**src/hw/rtl/jtps_pkg.sv**
```systemverilog
// Shared types and constants for the joystick to PS/2 scancode block.
// Holds the key codes, byte phases, queue entry and configuration types.
// No dependencies.
`default_nettype none

package jtps_pkg;

	localparam int NumKeys = 6;
	localparam int KeyIdxW = 3;
	localparam int QueueDepth = 2;

	localparam logic [7:0] Centre = 8'd127;
	localparam logic [7:0] PrefixEsc = 8'hE0;
	localparam logic [7:0] PrefixBreak = 8'hF0;
	localparam logic [6:0] DeadZoneReset = 7'd50;

	// Key positions in the flag vector.
	localparam logic [KeyIdxW-1:0] KeyUp = 3'd0;
	localparam logic [KeyIdxW-1:0] KeyDown = 3'd1;
	localparam logic [KeyIdxW-1:0] KeyLeft = 3'd2;
	localparam logic [KeyIdxW-1:0] KeyRight = 3'd3;
	localparam logic [KeyIdxW-1:0] KeyCtrl = 3'd4;
	localparam logic [KeyIdxW-1:0] KeySpace = 3'd5;

	// Register indexes on the configuration port.
	localparam logic RegOutputEnable = 1'b0;
	localparam logic RegDeadZone = 1'b1;

	// Byte phases within one key sequence.
	localparam logic [1:0] PhEsc = 2'd0;
	localparam logic [1:0] PhBreak = 2'd1;
	localparam logic [1:0] PhCode = 2'd2;

	typedef struct packed {
		logic       output_enable;
		logic [6:0] dead_zone;
	} cfg_t;

	// One report waiting for the byte generator.
	typedef struct packed {
		logic [NumKeys-1:0] changed;
		logic [NumKeys-1:0] now;
	} entry_t;

	function automatic logic [7:0] key_code(input logic [KeyIdxW-1:0] k);
		logic [7:0] c;
		case (k)
			KeyUp: c = 8'h75;
			KeyDown: c = 8'h72;
			KeyLeft: c = 8'h6B;
			KeyRight: c = 8'h74;
			KeyCtrl: c = 8'h14;
			KeySpace: c = 8'h29;
			default: c = 8'h00;
		endcase
		return c;
	endfunction

	// Arrow keys are the extended ones that need the E0 prefix.
	function automatic logic key_escaped(input logic [KeyIdxW-1:0] k);
		return (k == KeyUp) || (k == KeyDown) || (k == KeyLeft) || (k == KeyRight);
	endfunction

endpackage

`default_nettype wire

```
**src/hw/rtl/jtps_front.sv**
```systemverilog
// Front end: accepts reports, derives the key flags and keeps the flag state.
// Pushes the changed-key mask into the queue. Depends on jtps_pkg.
`default_nettype none

module jtps_front (
	input  wire logic                clk,
	input  wire logic                arst_n,
	input  wire jtps_pkg::cfg_t      cfg,
	input  wire logic                in_valid,
	output logic                     in_ready,
	input  wire logic [7:0]          joy_x,
	input  wire logic [7:0]          joy_y,
	input  wire logic [7:0]          status_byte,
	output logic                     push,
	output jtps_pkg::entry_t         push_entry,
	input  wire logic                q_full
);

	logic [jtps_pkg::NumKeys-1:0] key_flags_q;
	logic [jtps_pkg::NumKeys-1:0] now;
	logic [jtps_pkg::NumKeys-1:0] changed;
	logic [7:0]                   hi;
	logic [7:0]                   lo;
	logic                         accept;

	// Thresholds around the centre; both stay within 0..254.
	assign hi = jtps_pkg::Centre + {1'b0, cfg.dead_zone};
	assign lo = jtps_pkg::Centre - {1'b0, cfg.dead_zone};

	// Classify the report into the six key flags.
	always_comb begin
		now = '0;
		now[jtps_pkg::KeyUp] = joy_y > hi;
		now[jtps_pkg::KeyDown] = joy_y < lo;
		now[jtps_pkg::KeyLeft] = joy_x < lo;
		now[jtps_pkg::KeyRight] = joy_x > hi;
		now[jtps_pkg::KeyCtrl] = ~status_byte[1];
		now[jtps_pkg::KeySpace] = ~status_byte[0];
	end

	assign changed = now ^ key_flags_q;
	assign in_ready = ~q_full;
	assign accept = in_valid & in_ready;

	// Only reports that change something and are enabled reach the back end.
	assign push = accept & cfg.output_enable & (|changed);
	assign push_entry.changed = changed;
	assign push_entry.now = now;

	// Key state follows every accepted report.
	always_ff @(posedge clk or negedge arst_n) begin
		if (!arst_n) begin
			key_flags_q <= '0;
		end else if (accept) begin
			key_flags_q <= now;
		end
	end

endmodule

`default_nettype wire

```
**src/hw/rtl/jtps_queue.sv**
```systemverilog
// Short queue between the report front end and the byte generator.
// Two entries of jtps_pkg::entry_t. Depends on jtps_pkg.
`default_nettype none

module jtps_queue (
	input  wire logic             clk,
	input  wire logic             arst_n,
	input  wire logic             push,
	input  wire jtps_pkg::entry_t push_entry,
	output logic                  full,
	input  wire logic             pop,
	output logic                  q_valid,
	output jtps_pkg::entry_t      head
);

	jtps_pkg::entry_t mem_q [jtps_pkg::QueueDepth];
	logic             wr_ptr_q;
	logic             rd_ptr_q;
	logic [1:0]       count_q;

	assign full = count_q == 2'(jtps_pkg::QueueDepth);
	assign q_valid = count_q != 2'd0;
	assign head = mem_q[rd_ptr_q];

	// Entry storage.
	always_ff @(posedge clk) begin
		if (push) begin
			mem_q[wr_ptr_q] <= push_entry;
		end
	end

	// Pointers and fill count.
	always_ff @(posedge clk or negedge arst_n) begin
		if (!arst_n) begin
			wr_ptr_q <= 1'b0;
			rd_ptr_q <= 1'b0;
			count_q <= 2'd0;
		end else begin
			if (push) begin
				wr_ptr_q <= ~wr_ptr_q;
			end
			if (pop) begin
				rd_ptr_q <= ~rd_ptr_q;
			end
			if (push && !pop) begin
				count_q <= count_q + 2'd1;
			end else if (pop && !push) begin
				count_q <= count_q - 2'd1;
			end
		end
	end

endmodule

`default_nettype wire

```
**src/hw/rtl/jtps_back.sv**
```systemverilog
// Back end: walks a report's changed keys and emits one byte a cycle while
// the output is not stalled. Holds the output register. Depends on jtps_pkg.
`default_nettype none

module jtps_back (
	input  wire logic             clk,
	input  wire logic             arst_n,
	input  wire logic             q_valid,
	input  wire jtps_pkg::entry_t head,
	output logic                  pop,
	output logic                  out_valid,
	input  wire logic             out_ready,
	output logic [7:0]            scan_byte,
	output logic                  last_byte
);

	logic [jtps_pkg::NumKeys-1:0] pending_q;
	logic [jtps_pkg::NumKeys-1:0] now_q;
	logic [1:0]                   phase_q;
	logic                         out_valid_q;
	logic [7:0]                   scan_byte_q;
	logic                         last_byte_q;

	logic [jtps_pkg::KeyIdxW-1:0] k;
	logic [1:0]                   eff_phase;
	logic [7:0]                   byte_w;
	logic [jtps_pkg::NumKeys-1:0] rest;
	logic                         last_w;
	logic                         emit;

	// Lowest pending key goes first.
	always_comb begin
		k = '0;
		for (int i = jtps_pkg::NumKeys - 1; i >= 0; i--) begin
			if (pending_q[i]) begin
				k = jtps_pkg::KeyIdxW'(i);
			end
		end
	end

	// Skip the prefix phases that this key does not need.
	always_comb begin
		eff_phase = phase_q;
		if (eff_phase == jtps_pkg::PhEsc && !jtps_pkg::key_escaped(k)) begin
			eff_phase = jtps_pkg::PhBreak;
		end
		if (eff_phase == jtps_pkg::PhBreak && now_q[k]) begin
			eff_phase = jtps_pkg::PhCode;
		end
		case (eff_phase)
			jtps_pkg::PhEsc: byte_w = jtps_pkg::PrefixEsc;
			jtps_pkg::PhBreak: byte_w = jtps_pkg::PrefixBreak;
			default: byte_w = jtps_pkg::key_code(k);
		endcase
		rest = pending_q;
		rest[k] = 1'b0;
	end

	assign last_w = (eff_phase == jtps_pkg::PhCode) && (rest == '0);
	assign emit = (pending_q != '0) && (!out_valid_q || out_ready);
	assign pop = q_valid && ((pending_q == '0) || (emit && last_w));

	// Sequencer over the keys of the current report.
	always_ff @(posedge clk or negedge arst_n) begin
		if (!arst_n) begin
			pending_q <= '0;
			phase_q <= jtps_pkg::PhEsc;
		end else if (pop) begin
			pending_q <= head.changed;
			phase_q <= jtps_pkg::PhEsc;
		end else if (emit) begin
			if (eff_phase == jtps_pkg::PhCode) begin
				pending_q <= rest;
				phase_q <= jtps_pkg::PhEsc;
			end else begin
				phase_q <= eff_phase + 2'd1;
			end
		end
	end

	always_ff @(posedge clk) begin
		if (pop) begin
			now_q <= head.now;
		end
	end

	// Output register; a new beat loads when the old one is taken or absent.
	always_ff @(posedge clk or negedge arst_n) begin
		if (!arst_n) begin
			out_valid_q <= 1'b0;
		end else if (emit) begin
			out_valid_q <= 1'b1;
		end else if (out_ready) begin
			out_valid_q <= 1'b0;
		end
	end

	always_ff @(posedge clk) begin
		if (emit) begin
			scan_byte_q <= byte_w;
			last_byte_q <= last_w;
		end
	end

	assign out_valid = out_valid_q;
	assign scan_byte = scan_byte_q;
	assign last_byte = last_byte_q;

endmodule

`default_nettype wire

```
**src/hw/rtl/joystick_to_ps2_scancode.sv**
```systemverilog
// Joystick report to PS/2 set-2 scancode converter, top level.
// Reports enter on a valid/ready channel carrying joy_x, joy_y and status_byte.
// The axes and the two active-low buttons become six key flags; every change
// produces a make or break sequence (E0 for arrows, F0 for releases, then the
// key code) on the output channel, one byte per beat, last_byte on the final one.
// An APB port holds output_enable (address 0) and dead_zone (address 4).
// An accepted report goes into the queue, then into the sequencer, and its
// first byte into the output register. Bytes go out one per cycle unless the
// receiver stalls. A report gives up to 14 bytes; an unchanged one is not queued.
// A two-entry queue between classifier and generator lets reports be taken
// while bytes of earlier ones are still going out.
// When the receiver stalls, the output register holds its beat, the queue fills
// and in_ready falls once both entries are occupied.
// Reset releases all keys, disables output and sets the dead zone to 50.
// Depends on jtps_pkg, jtps_front, jtps_queue and jtps_back.
`default_nettype none

module joystick_to_ps2_scancode (
	input  wire logic        clk,
	input  wire logic        arst_n,
	input  wire logic        psel,
	input  wire logic        penable,
	input  wire logic        pwrite,
	input  wire logic [2:0]  paddr,
	input  wire logic [31:0] pwdata,
	output logic [31:0]      prdata,
	output logic             pready,
	input  wire logic        in_valid,
	output logic             in_ready,
	input  wire logic [7:0]  joy_x,
	input  wire logic [7:0]  joy_y,
	input  wire logic [7:0]  status_byte,
	output logic             out_valid,
	input  wire logic        out_ready,
	output logic [7:0]       scan_byte,
	output logic             last_byte
);

	jtps_pkg::cfg_t   cfg_q;
	jtps_pkg::entry_t push_entry;
	jtps_pkg::entry_t head;
	logic             push;
	logic             q_full;
	logic             q_valid;
	logic             pop;
	logic             wr_en;

	// Configuration registers.
	assign pready = 1'b1;
	assign wr_en = psel & penable & pwrite;

	always_ff @(posedge clk or negedge arst_n) begin
		if (!arst_n) begin
			cfg_q.output_enable <= 1'b0;
			cfg_q.dead_zone <= jtps_pkg::DeadZoneReset;
		end else if (wr_en) begin
			case (paddr[2])
				jtps_pkg::RegOutputEnable: cfg_q.output_enable <= pwdata[0];
				jtps_pkg::RegDeadZone: cfg_q.dead_zone <= pwdata[6:0];
				default: cfg_q <= cfg_q;
			endcase
		end
	end

	// Read back.
	always_comb begin
		case (paddr[2])
			jtps_pkg::RegOutputEnable: prdata = {31'd0, cfg_q.output_enable};
			jtps_pkg::RegDeadZone: prdata = {25'd0, cfg_q.dead_zone};
			default: prdata = '0;
		endcase
	end

	jtps_front u_front (
		.clk         (clk),
		.arst_n      (arst_n),
		.cfg         (cfg_q),
		.in_valid    (in_valid),
		.in_ready    (in_ready),
		.joy_x       (joy_x),
		.joy_y       (joy_y),
		.status_byte (status_byte),
		.push        (push),
		.push_entry  (push_entry),
		.q_full      (q_full)
	);

	jtps_queue u_queue (
		.clk        (clk),
		.arst_n     (arst_n),
		.push       (push),
		.push_entry (push_entry),
		.full       (q_full),
		.pop        (pop),
		.q_valid    (q_valid),
		.head       (head)
	);

	jtps_back u_back (
		.clk       (clk),
		.arst_n    (arst_n),
		.q_valid   (q_valid),
		.head      (head),
		.pop       (pop),
		.out_valid (out_valid),
		.out_ready (out_ready),
		.scan_byte (scan_byte),
		.last_byte (last_byte)
	);

endmodule

`default_nettype wire

```
**config.mk**
```make
export PLATFORM = sky130hd
export DESIGN_NAME = joystick_to_ps2_scancode
export DESIGN_NICKNAME = d
export VERILOG_FILES = /design/src/hw/rtl/jtps_pkg.sv /design/src/hw/rtl/jtps_front.sv /design/src/hw/rtl/jtps_queue.sv /design/src/hw/rtl/jtps_back.sv /design/src/hw/rtl/joystick_to_ps2_scancode.sv
export SDC_FILE = /design/constraint.sdc
export NUM_CORES = 1
export LEC_CHECK = 0
export ABC_CLOCK_PERIOD_IN_PS = 5200
export BUFFER_PORTS_ARGS = -buffer_cell sky130_fd_sc_hd__clkbuf_2
export CAP_MARGIN = 20
export CORE_ASPECT_RATIO = 1.25
export CORE_MARGIN = 10
export CORE_UTILIZATION = 45
export CTS_CLUSTER_DIAMETER = 120
export CTS_CLUSTER_SIZE = 20
export DETAILED_ROUTE_END_ITERATION = 10
export PLACE_DENSITY = 0.73
export SLEW_MARGIN = 30
export SYNTH_ARGS = -nofsm -noshare
export SYNTH_HDL_FRONTEND = slang
export SYNTH_SLANG_ARGS = --single-unit
```
**constraint.sdc**
```tcl
create_clock -name clk -period 5.2 [get_ports clk]
set_input_delay 0.78 -clock clk [delete_from_list [all_inputs] [get_ports clk]]
set_output_delay 0.78 -clock clk [all_outputs]
set_load 0.02 [all_outputs]
```
==> flow_metrics.py, run 1 <==
metrics = {
    "timing": {
        "final_hold_viol_count": 0,
        "period_minus_slack_ns": 3.95,
        "drv_slew": 0,
        "count_of_endpoints_failing_setup_in_the_final_report": 0,
        "final_critical_path_share_of_the_clock_period": 0.759,
        "worst-slew-pin-transition_ns": 0.921,
        "maxSlewHeadroom": 0.370,
        "hold-worst-slack_ns": 0.489,
        "post-route-worst-setup-slack_ns": 1.25,
        "post_route_setup_tns_ns": 0,
        "fmax_ghz": 0.253,
        "grt_setup_unrepaired": "false",
        "worst_clk_skew_ns": 0.0102,
    },
    "synthesis": {
        "ys_types": 59,
        "count_of_flip_flops_with_a_built_in_enable_after_synthesis": 39,
        "ys_dominant_reg_cell": "edfxtp_1",
        "yosys_warnings": 0,
        "post_synth_mux_area_share": 0.0693,
        "synthesis.instances": 350,
        "yosys-top-cells-area": "edfxtp_1 30%, dfrtp_1 15%, ha_1 9.5%, mux2_2 5.4%, buf_4 5.1%",
        "synth.largest_area_cell": "edfxtp_1",
        "postSynth.asyncResetShare": 0.409,
        "synthXorXnorAreaFrac": 0.0266,
        "syn_area_sq_mm": 0.00396,
        "avgSynthCellArea_sq_um": 11.3,
        "ys_seq_area_frac": 0.468,
        "largest_family_of_logic_cells_by_synthesized_area": "simple AND/OR/NAND/NOR gates",
        "synth_top_area_share": 0.296,
        "yosys.area_share.adder": 0.0949,
        "synth-compound-area-share": 0.131,
        "synthSimpleGateAreaFrac": 0.135,
        "ys_seq_elements": 66,
    },
    "grt": {
        "maximum_number_of_pins_on_one_net_before_global_route_repair": 28,
        "first_pass_grt_wire_length_um": 13600,
        "number_of_global_route_vias_before_repair": 2982,
        "grt_overflow_total": 0,
        "grt_antenna_before_repair": 0,
        "grt_use_total": 0.126,
    },
    "placement": {
        "placed_cells_incl_taps": 511,
        "io_buffers": 50,
        "placed_wire_length_estimate_after_detailed_placement_um": 6420,
        "gp_routability_congestion": 0.825,
        "place_ws_ns": 1.39,
    },
    "worst_setup_path": {
        "timing.critical_path.slowest_stage_cell": "a2111oi_0",
        "path_common_cell": "ha_1",
        "startpoint_types": "flip-flop",
        "crit_path_max_incr_delay_ns": 0.72,
        "wp_data_required_ns": 5.47,
        "critPathCaptureType": "flip-flop",
        "path_class": "flip-flop to flip-flop",
        "critical_path.n_buffers_inverters": 1,
        "timing.critical_path.arrival_ns": 4.22,
        "path_delay_family": "simple AND/OR/NAND/NOR gates",
        "cp_cell_sequence": "inv_1 -> ha_1 -> nand2_1 -> nor3_1 -> xnor2_1 -> ha_1 -> and4_1 -> and2_1 -> a2111oi_0 -> a2111oi_0 -> and4_1 -> nor2_1 -> ha_1 -> nor2_1 -> xor2_1",
        "critical_path_peak_fanout": 4,
    },
    "routing": {
        "route.detailed.wl_per_inst_um": 15.2,
        "routed-via-count": 2761,
        "drt_pre_antenna_iters": 4,
        "detail_route.iter0.violations": 100,
        "via_per_inst": 5.24,
        "route.antenna.remaining_nets": 0,
        "wirelength_um": 8030,
        "route.detailed.drc": 0,
    },
    "power": {
        "p_int_w": 0.00143,
        "power.switching_fraction": 0.386,
        "power.density_cell_area_mw_per_mm2": 528,
        "power.combinational.fraction": 0.402,
        "leakagePower_nw": 1.86,
        "power.switching_w": 0.000902,
        "pwr-share-seq": 0.400,
        "ir_drop_uv": 205,
        "power_frac_clock": 0.198,
        "post-layout-total-power_w": 0.00234,
    },
    "cells_and_area": {
        "drive_above_1_share": 0.251,
        "post_layout_nonfiller_instances": 527,
        "antenna-diode-count": 0,
        "area_growth_pct": 11.7,
        "num-nets-final": 498,
        "layout.filler_cells": 800,
    },
    "die": {
        "die_height_um": 125,
        "rows": 38,
        "die_boundary_width_um": 104,
        "floorplan.initialDensity": 0.457,
        "boundaryPins": 110,
        "fp.dieArea_sq_mm": 0.0130,
        "design.core.area_sq_mm": 0.00865,
    },
    "clock_network": {
        "numCtsBuffers": 9,
        "clkSinkCount": 66,
        "cts_tree": "done",
        "hold_buffers": 0,
        "cts.htree.levels": 3,
        "clockRootBuffer": "clkbuf_8",
        "insertion_delay_ns": 0.34,
        "cts_buffer_depth": 2,
        "clk_pin_slew_worst_paths_ns": 0.07,
        "cts-resized-gates": 0,
        "cts_post_setup_buffers_inserted": 0,
    },
    "worst_hold_path": {
        "path_category_of_the_worst_min_delay_check": "primary input to async pin",
    },
    "outcome": {
        "status": "completed",
    },
    "flow_run": {
        "cap_viol_max_count": 0,
    },
}
## power by group through the flow
stage	Clock, W	Sequential, W	Combinational, W
floorplan	0	0.000905	0.000765
global placement	0	0.000931	0.000907
detailed placement	0	0.000944	0.000941
CTS	0.000471	0.000933	0.000948
global route	0.000494	0.000956	0.00106
finish	0.000462	0.000933	0.000940
## worst register-to-register path, cell delays in order (launching register included)
cell and delay (ns):
dfrtp_1 0.42, inv_1 0.17, ha_1 0.21, nand2_1 0.09, nor3_1 0.19, xnor2_1 0.20, ha_1 0.31, and4_1 0.21
and2_1 0.16, a2111oi_0 0.72, a2111oi_0 0.18, and4_1 0.30, nor2_1 0.15, ha_1 0.27, nor2_1 0.15, xor2_1 0.16
## final cells by class
| type | count | area, sq um | area share |
|---|---|---|---|
| Clock buffer | 11 | 131 | 0.0297 |
| Clock inverter | 5 | 78.8 | 0.0178 |
| Inverter | 11 | 41.3 | 0.00934 |
| Multi-Input combinational cell | 262 | 1900 | 0.431 |
| Sequential cell | 66 | 1850 | 0.419 |
| Tap cell | 120 | 150 | 0.0340 |
| Timing Repair Buffer | 52 | 265 | 0.0600 |
## placed cells by master (no fill, tap or decap), types with 6 or more instances in the layout
master | synthesis | layout
ha_1 | 30 | 30
mux2i_1 | 6 | 6
nand2b_1 | 7 | 7
nand3_1 | 7 | 7
nor2_1 | 22 | 22
dfrtp_1 | 24 | 24
inv_1 | 11 | 11
mux2_2 | 19 | 19
edfxtp_1 | 39 | 39
xnor2_1 | 9 | 9
nand2_1 | 19 | 19
and2_1 | 10 | 10
nor3_1 | 7 | 7
clkbuf_8 | 0 | 9
conb_1 | 2 | 26
a21oi_1 | 14 | 14
clkbuf_2 | 0 | 50
o21ai_0 | 15 | 15
## layer usage
| metal | vias to the layer above | wire (um) | global-route usage | share of wire |
|---|---|---|---|---|
| met3 | 10 | 641 | 0.0554 | 0.080 |
| met2 | 93 | 4290 | 0.234 | 0.53 |
| met1 | 1305 | 3020 | 0.118 | 0.38 |
| li1 | 1353 | - | - | - |
| met4 | 0 | 79 | 0.0443 | 0.0098 |
| met5 | - | 0 | 0 | 0 |
## synthesized netlist by cell type (all sizes together) (2+ instances only)
master / number
and4: 5
nor2b: 4
o21bai: 3
xor2: 3
dfstp: 3
ha: 30
a211oi: 5
nor2: 23
a2111oi: 2
conb: 2
o41ai: 3
or2: 2
buf: 34
mux2: 19
nand4: 2
nand2: 19
edfxtp: 39
nand2b: 7
nor3: 7
xnor2: 9
mux2i: 6
a221oi: 2
nor3b: 2
nand3b: 2
o21ai: 20
o211ai: 4
and2: 10
inv: 11
o31ai: 2
a22oi: 3
nand3: 7
nor4: 3
o21a: 2
dfrtp: 24
a21oi: 15
## logic make-up after synthesis
group,count (synthesis)
DFF,66
AOI/OAI and AO/OA,71
and+or+nand+nor,98
muxes,25
buffers and inverters,46
other,2
adders and majority gates,30
xor gates and xnor gates,12
## sequential cells by signal, indices dropped and copies added (netlist names)
| register | cells |
|---|---|
| u_front.key_flags_q | 6 |
| cfg_q | 8 |
| u_queue.count_q | 2 |
| u_back.pending_q | 6 |
| u_back.scan_byte | 8 |
| u_back.now_q | 6 |
| u_queue.rd_ptr_q | 1 |
| u_back.out_valid | 1 |
| u_back.phase_q | 2 |
| u_back.last_byte | 1 |
| u_queue.wr_ptr_q | 1 |
| u_queue.mem_q | 24 |
## worst paths after layout
path | to | depth (start not counted) | slack [ns] | startpoint
min in group clk | u_back.pending_q[5] | 2 | 0.50 | u_queue.mem_q[0][11]
max reg2reg | u_queue.count_q[1] | 15 | 1.25 | cfg_q[0]
min | cfg_q[3] | 1 | 0.49 | arst_n
min reg2reg | u_back.pending_q[5] | 2 | 0.50 | u_queue.mem_q[0][11]
max in group asynchronous | u_front.key_flags_q[3] | 1 | 4.23 | arst_n
max | u_queue.count_q[1] | 15 | 1.25 | cfg_q[0]
## stage by stage
step / utilization / cell area (sq um)
after floorplan: - / 4050
after CTS: 0.511 / 4420
final: 0.511 / 4420
after detailed placement: 0.487 / 4210
after global placement: 0.487 / 4210
after global routing: 0.511 / 4420
Note: power is estimated with default switching activity, not from simulation.
==> inputs of run 2 (changes only) <==
--- a/config.mk
+++ b/config.mk
@@ -5,7 +5,8 @@
 export SDC_FILE = /design/constraint.sdc
 export NUM_CORES = 1
 export LEC_CHECK = 0
-export ABC_CLOCK_PERIOD_IN_PS = 5200
+export ABC_AREA = 1
+export ABC_CLOCK_PERIOD_IN_PS = 3950
 export BUFFER_PORTS_ARGS = -buffer_cell sky130_fd_sc_hd__clkbuf_2
 export CAP_MARGIN = 20
 export CORE_ASPECT_RATIO = 1.25
@@ -14,7 +15,7 @@
 export CTS_CLUSTER_DIAMETER = 120
 export CTS_CLUSTER_SIZE = 20
 export DETAILED_ROUTE_END_ITERATION = 10
-export PLACE_DENSITY = 0.73
+export PLACE_DENSITY = 0.74
 export SLEW_MARGIN = 30
 export SYNTH_ARGS = -nofsm -noshare
 export SYNTH_HDL_FRONTEND = slang
==> constraint.sdc (replaced) <==
create_clock -name clk -period 3.95 [get_ports clk]
set_input_delay 0.5925 -clock clk [delete_from_list [all_inputs] [get_ports clk]]
set_output_delay 0.5925 -clock clk [all_outputs]
set_load 0.02 [all_outputs]
==> flow_metrics.py, run 2 <==
metrics = {
    "worst_setup_path": {
        "setup.worst_path.start": "cfg_q[0]",
        "critical_path_peak_fanout": 5,
        "worst-r2r-setup-slack_ns": 0.48,
        "timing.critical_path.arrival_ns": 3.68,
        "critPathCaptureType": "flip-flop",
        "startpoint_types": "flip-flop",
        "r2r_end": "u_queue.count_q[1]",
        "r2r_start": "cfg_q[0]",
        "path_class": "flip-flop to flip-flop",
        "wp_data_required_ns": 4.16,
        "reg2regPathDepth": 20,
    },
    "timing": {
        "drv_slew": 0,
        "fmax_ghz": 0.288,
        "grt_setup_unrepaired": "false",
        "maxSlewHeadroom": 0.514,
        "period_minus_slack_ns": 3.47,
        "worst-slew-pin-transition_ns": 0.729,
        "final_critical_path_share_of_the_clock_period": 0.878,
        "final_hold_viol_count": 0,
        "worst_clk_skew_ns": 0.00881,
        "count_of_endpoints_failing_setup_in_the_final_report": 0,
        "post_route_setup_tns_ns": 0,
        "post-route-worst-setup-slack_ns": 0.482,
        "hold-worst-slack_ns": 0.314,
    },
    "synthesis": {
        "most_instantiated_cells_after_synthesis": "102 x nand2_1, 52 x inv_1, 39 x edfxtp_1",
        "synth.most_common_cell": "nand2_1",
        "synthesis.instances": 422,
        "avgSynthCellArea_sq_um": 9.22,
        "postSynth.asyncResetShare": 0.409,
        "ys_dominant_reg_cell": "edfxtp_1",
        "ys_seq_area_frac": 0.476,
        "ys_types": 39,
        "synth.largest_area_cell": "edfxtp_1",
        "yosys-top-cells-area": "edfxtp_1 30%, dfrtp_1 15%, nand2_1 9.8%, ha_1 9.6%, buf_4 5.0%",
        "syn_area_sq_mm": 0.00389,
        "ys_seq_elements": 66,
        "synth_top_area_share": 0.301,
        "yosys_warnings": 0,
        "count_of_flip_flops_with_a_built_in_enable_after_synthesis": 39,
    },
    "grt": {
        "first_pass_grt_wire_length_um": 12700,
        "grt_use_total": 0.125,
        "maximum_number_of_pins_on_one_net_before_global_route_repair": 28,
        "grt_antenna_before_repair": 0,
        "grt_overflow_total": 0,
        "number_of_global_route_vias_before_repair": 2904,
    },
    "cells_and_area": {
        "num-nets-final": 573,
        "drive_above_1_share": 0.180,
        "layout.filler_cells": 784,
        "layout_common_cells": "102 x nand2_1, 52 x inv_1, 50 x clkbuf_2",
        "largest_register_by_flop_count": "u_queue.mem_q",
        "antenna-diode-count": 0,
        "final_common_cell": "nand2_1",
        "area_growth_pct": 11.7,
        "largest_reg_flops": 24,
    },
    "routing": {
        "via_per_inst": 4.98,
        "route.detailed.drc": 0,
        "routed-via-count": 2886,
        "detail_route.iter0.violations": 70,
        "route.detailed.wl_per_inst_um": 13.5,
        "route.antenna.remaining_nets": 0,
        "wirelength_um": 7810,
        "drt_pre_antenna_iters": 4,
    },
    "power": {
        "leakagePower_nw": 2.18,
        "power.density_cell_area_mw_per_mm2": 714,
        "ir_drop_uv": 251,
        "post-layout-total-power_w": 0.00310,
    },
    "clock_network": {
        "cts-resized-gates": 0,
        "cts_buffer_depth": 2,
        "cts.htree.levels": 3,
        "numCtsBuffers": 9,
        "cts_tree": "done",
        "clkSinkCount": 66,
        "clk_pin_slew_worst_paths_ns": 0.07,
        "hold_buffers": 0,
        "insertion_delay_ns": 0.33,
        "cts_post_setup_buffers_inserted": 0,
        "clockRootBuffer": "clkbuf_8",
    },
    "placement": {
        "place_ws_ns": 0.448,
        "placed_wire_length_estimate_after_detailed_placement_um": 6330,
        "io_buffers": 50,
        "gp_routability_congestion": 0.838,
    },
    "worst_hold_path": {
        "path_category_of_the_worst_min_delay_check": "primary input to async pin",
    },
    "die": {
        "rows": 37,
        "design.core.area_sq_mm": 0.00833,
        "fp.dieArea_sq_mm": 0.0128,
        "boundaryPins": 110,
        "die_boundary_width_um": 103,
        "floorplan.initialDensity": 0.467,
        "die_height_um": 124,
    },
    "outcome": {
        "status": "completed",
    },
    "flow_run": {
        "cap_viol_max_count": 0,
    },
}
## run 2: worst max-delay path, stage by stage, from the launching register on
cell      delay [ns]
dfrtp_1         0.40
inv_1           0.16
ha_1            0.22
nand2_1         0.10
nor3_1          0.21
xnor2_1         0.14
ha_1            0.29
nand2_1         0.06
nor2_1          0.16
nand2_1         0.07
o211ai_1        0.08
nand2_1         0.13
or2_2           0.28
and2_1          0.15
nand4_1         0.11
nand2_1         0.10
inv_1           0.07
ha_1            0.25
a21oi_1         0.12
o21ai_0         0.12
xor2_1          0.15
## run 2: how the worst max path moves through the flow
stage	end	slack (ns)	cells after the start
detailed placement	u_queue.count_q[1]	0.45	20
floorplan	u_queue.mem_q[1][0]	0.69	16
finish	u_queue.count_q[1]	0.48	20
global placement	u_queue.count_q[1]	0.53	20
CTS	u_queue.count_q[1]	0.44	20
global route	u_queue.count_q[1]	0.20	20
## run 2: cell type report
cell class / count / area (sq um) / share of cell area
inverters: 54 / 203 / 0.0466
well taps: 97 / 121 / 0.0279
clock buffers: 10 / 128 / 0.0294
flip-flops and latches: 66 / 1850 / 0.426
multi-input cells: 295 / 1710 / 0.392
repair buffers: 51 / 258 / 0.0593
clock inverters: 6 / 81.3 / 0.0187
## run 2: per-layer routing
layer / track usage / part of all wire
met5: 0 / 0
met4: 0.0592 / 0.018
met3: 0.0343 / 0.057
met2: 0.237 / 0.56
met1: 0.119 / 0.37
## run 2: through the flow
stage	area, sq um	util	instances
after global routing	4350	0.522	579
after global placement	4140	0.497	563
after floorplan	3980	-	446
after CTS	4350	0.522	579
final	4350	0.522	579
after detailed placement	4140	0.497	563
## run 2: cell families after synthesis
kind of cell | after synthesis | synth area share
DFF | 66 | 0.476
muxes | 9 | 0.0244
buffers and inverters | 85 | 0.109
xor gates and xnor gates | 12 | 0.0270
adders and majority gates | 30 | 0.0965
other | 2 | 0.00193
and+or+nand+nor | 171 | 0.197
AOI/OAI and AO/OA | 47 | 0.0682
## run 2: power by group
group	switching, W	internal, W	leakage (nW)
clock	0.000249	0.000351	0.105
sequential	0.000157	0.00104	0.689
combinational	0.000862	0.000446	1.39
total	0.00127	0.00184	2.18
==> inputs of run 3 (changes only) <==
--- a/config.mk
+++ b/config.mk
@@ -5,7 +5,6 @@
 export SDC_FILE = /design/constraint.sdc
 export NUM_CORES = 1
 export LEC_CHECK = 0
-export ABC_AREA = 1
 export ABC_CLOCK_PERIOD_IN_PS = 3950
 export BUFFER_PORTS_ARGS = -buffer_cell sky130_fd_sc_hd__clkbuf_2
 export CAP_MARGIN = 20
@@ -15,7 +14,7 @@
 export CTS_CLUSTER_DIAMETER = 120
 export CTS_CLUSTER_SIZE = 20
 export DETAILED_ROUTE_END_ITERATION = 10
-export PLACE_DENSITY = 0.74
+export PLACE_DENSITY = 0.73
 export SLEW_MARGIN = 30
 export SYNTH_ARGS = -nofsm -noshare
 export SYNTH_HDL_FRONTEND = slang
==> flow_metrics.py, run 3 (synthesized netlist as in run 1, its figures left out) <==
metrics = {
    "timing": {
        "drv_slew": 0,
        "grt_setup_unrepaired": "false",
        "count_of_endpoints_failing_setup_in_the_final_report": 0,
        "post_route_setup_tns_ns": 0,
        "worst-slew-pin-transition_ns": 0.715,
        "fmax_ghz": 0.269,
        "post-route-worst-setup-slack_ns": 0.227,
        "hold-worst-slack_ns": 0.283,
        "final_hold_viol_count": 0,
        "maxSlewHeadroom": 0.523,
        "period_minus_slack_ns": 3.72,
        "final_critical_path_share_of_the_clock_period": 0.942,
        "worst_clk_skew_ns": 0.0156,
    },
    "cells_and_area": {
        "multi_input_combinational_cell_area_sq_mm": 0.00191,
        "num-nets-final": 503,
        "antenna-diode-count": 0,
        "layout.area.seq_sq_mm": 0.00185,
        "drive_above_1_share": 0.269,
        "largest_register_by_flop_count": "u_queue.mem_q",
        "largest_reg_flops": 24,
        "finish.utilization": 0.518,
        "layout.filler_cells": 812,
        "layout_common_cells": "50 x clkbuf_2, 39 x edfxtp_1, 30 x ha_1",
        "post_layout_nonfiller_instances": 532,
        "final_common_cell": "clkbuf_2",
        "area_growth_pct": 13.3,
    },
    "power": {
        "pwr-share-seq": 0.389,
        "p_int_w": 0.00193,
        "power_frac_clock": 0.203,
        "power.density_cell_area_mw_per_mm2": 703,
        "ir_drop_uv": 354,
        "power.switching_w": 0.00122,
        "power.combinational.fraction": 0.408,
        "power.switching_fraction": 0.386,
        "leakagePower_nw": 1.89,
    },
    "routing": {
        "route.detailed.wl_per_inst_um": 15.5,
        "routed-via-count": 2756,
        "top_layer": "met4",
        "met2_length_um": 4380,
        "route.detailed.drc": 0,
        "met3RoutedLength_um": 609,
        "route.layer.met1.wl_um": 3070,
        "route.antenna.remaining_nets": 0,
        "detail_route.iter0.violations": 105,
        "drt_pre_antenna_iters": 4,
        "wirelength_um": 8270,
        "via_per_inst": 5.18,
    },
    "die": {
        "boundaryPins": 110,
        "rows": 38,
        "die_height_um": 125,
        "design.core.area_sq_mm": 0.00865,
        "die_boundary_width_um": 104,
        "fp.dieArea_sq_mm": 0.0130,
        "floorplan.initialDensity": 0.457,
    },
    "worst_setup_path": {
        "path_common_cell": "ha_1",
        "critPathCaptureType": "flip-flop",
        "r2r_start": "cfg_q[1]",
        "crit_path_max_incr_delay_ns": 0.60,
        "path_class": "flip-flop to flip-flop",
        "critical_path.n_buffers_inverters": 1,
        "critical_path_peak_fanout": 6,
        "path_delay_family": "simple AND/OR/NAND/NOR gates",
        "reg2regPathDepth": 15,
        "cp_cell_sequence": "inv_1 -> ha_1 -> nand2_1 -> nor3_1 -> xnor2_1 -> ha_1 -> and4_1 -> o2bb2ai_1 -> a31oi_1 -> xnor2_1 -> and4_2 -> nor2_1 -> ha_1 -> nor2_1 -> xor2_1",
        "timing.critical_path.slowest_stage_cell": "dfstp_2",
        "timing.critical_path.arrival_ns": 3.99,
        "wp_data_required_ns": 4.22,
        "startpoint_types": "flip-flop",
        "worst-r2r-setup-slack_ns": 0.23,
        "r2r_end": "u_queue.count_q[1]",
    },
    "flow_run": {
        "cap_viol_max_count": 0,
    },
    "clock_network": {
        "clk_pin_slew_worst_paths_ns": 0.08,
        "clkSinkCount": 66,
        "cts.htree.levels": 3,
        "numCtsBuffers": 9,
        "cts_tree": "done",
        "hold_buffers": 0,
        "clockRootBuffer": "clkbuf_8",
        "cts_buffer_depth": 2,
        "insertion_delay_ns": 0.34,
    },
    "grt": {
        "grt_use_total": 0.128,
        "grt_antenna_before_repair": 0,
        "first_pass_grt_wire_length_um": 13900,
        "grt_overflow_total": 0,
        "maximum_number_of_pins_on_one_net_before_global_route_repair": 28,
        "number_of_global_route_vias_before_repair": 3021,
    },
    "worst_hold_path": {
        "path_category_of_the_worst_min_delay_check": "primary input to async pin",
    },
    "placement": {
        "placed_cells_incl_taps": 515,
        "place_ws_ns": 0.278,
        "placed_wire_length_estimate_after_detailed_placement_um": 6610,
        "io_buffers": 50,
        "gp_routability_congestion": 0.842,
    },
    "outcome": {
        "status": "completed",
    },
}
==> run 3: changes by cell type in the layout (fill, tap and decap cells not counted), sizes merged, moves of 8 or more <==
cell,change
mux2,+15
inv,-42
nand3,-17
a21oi,-8
and2,+9
nand2,-90
==> run 3: layer usage <==
metal | track usage | vias up
li1 | - | 1358
met1 | 0.122 | 1303
met2 | 0.231 | 76
met3 | 0.0538 | 19
met4 | 0.0607 | 0
met5 | 0 | -
==> run 3: worst register-to-register path, delay by kind of cell (launching register included) <==
family / cells / cell delay, ns
compound gates: 2 / 0.54
xor+xnor: 3 / 0.73
fa+ha+maj: 3 / 0.84
buf+inv: 1 / 0.08
flops: 1 / 0.60
simple gates: 6 / 0.87
==> run 3: power by group through the flow <==
stage | sequential (W) | clock (W) | combinational (W)
2_1_floorplan | 0.00119 | 0 | 0.00101
3_3_place_gp | 0.00122 | 0 | 0.00123
3_5_place_dp | 0.00124 | 0 | 0.00128
4_1_cts | 0.00123 | 0.000661 | 0.00129
5_1_grt | 0.00125 | 0.000688 | 0.00143
6_report | 0.00123 | 0.000641 | 0.00129
==> run 3: area by class of cell <==
class	count	area share
multi-input cells	262	0.426
flip-flops and latches	66	0.413
repair buffers	57	0.0675
well taps	120	0.0335
clock buffers	10	0.0307
clock inverters	6	0.0201
inverters	11	0.00921
==> run 3: worst max path at each step <==
| stage | endpoint | cells past startpoint | startpoint |
|---|---|---|---|
| after detailed placement | u_queue.count_q[1] | 15 | cfg_q[1] |
| after global routing | u_queue.count_q[1] | 16 | cfg_q[0] |
| after CTS | u_queue.count_q[1] | 15 | cfg_q[1] |
| final | u_queue.count_q[1] | 15 | cfg_q[1] |
| after floorplan | u_queue.mem_q[1][0] | 12 | cfg_q[1] |
| after global placement | u_queue.count_q[1] | 17 | cfg_q[1] |
==> run 3: repair_timing <==
| action | 4_1_cts | 5_1_grt |
|---|---|---|
| setup buffers | 0 | 1 |
| setup endpoints to repair | 0 | 1 |
| resized for setup | 0 | 2 |
==> run 3: stage by stage <==
stage,area [sq um],total power [W]
2_1_floorplan,4050,0.00220
3_3_place_gp,4250,0.00245
3_5_place_dp,4250,0.00252
4_1_cts,4470,0.00317
5_1_grt,4480,0.00337
6_report,4480,0.00315
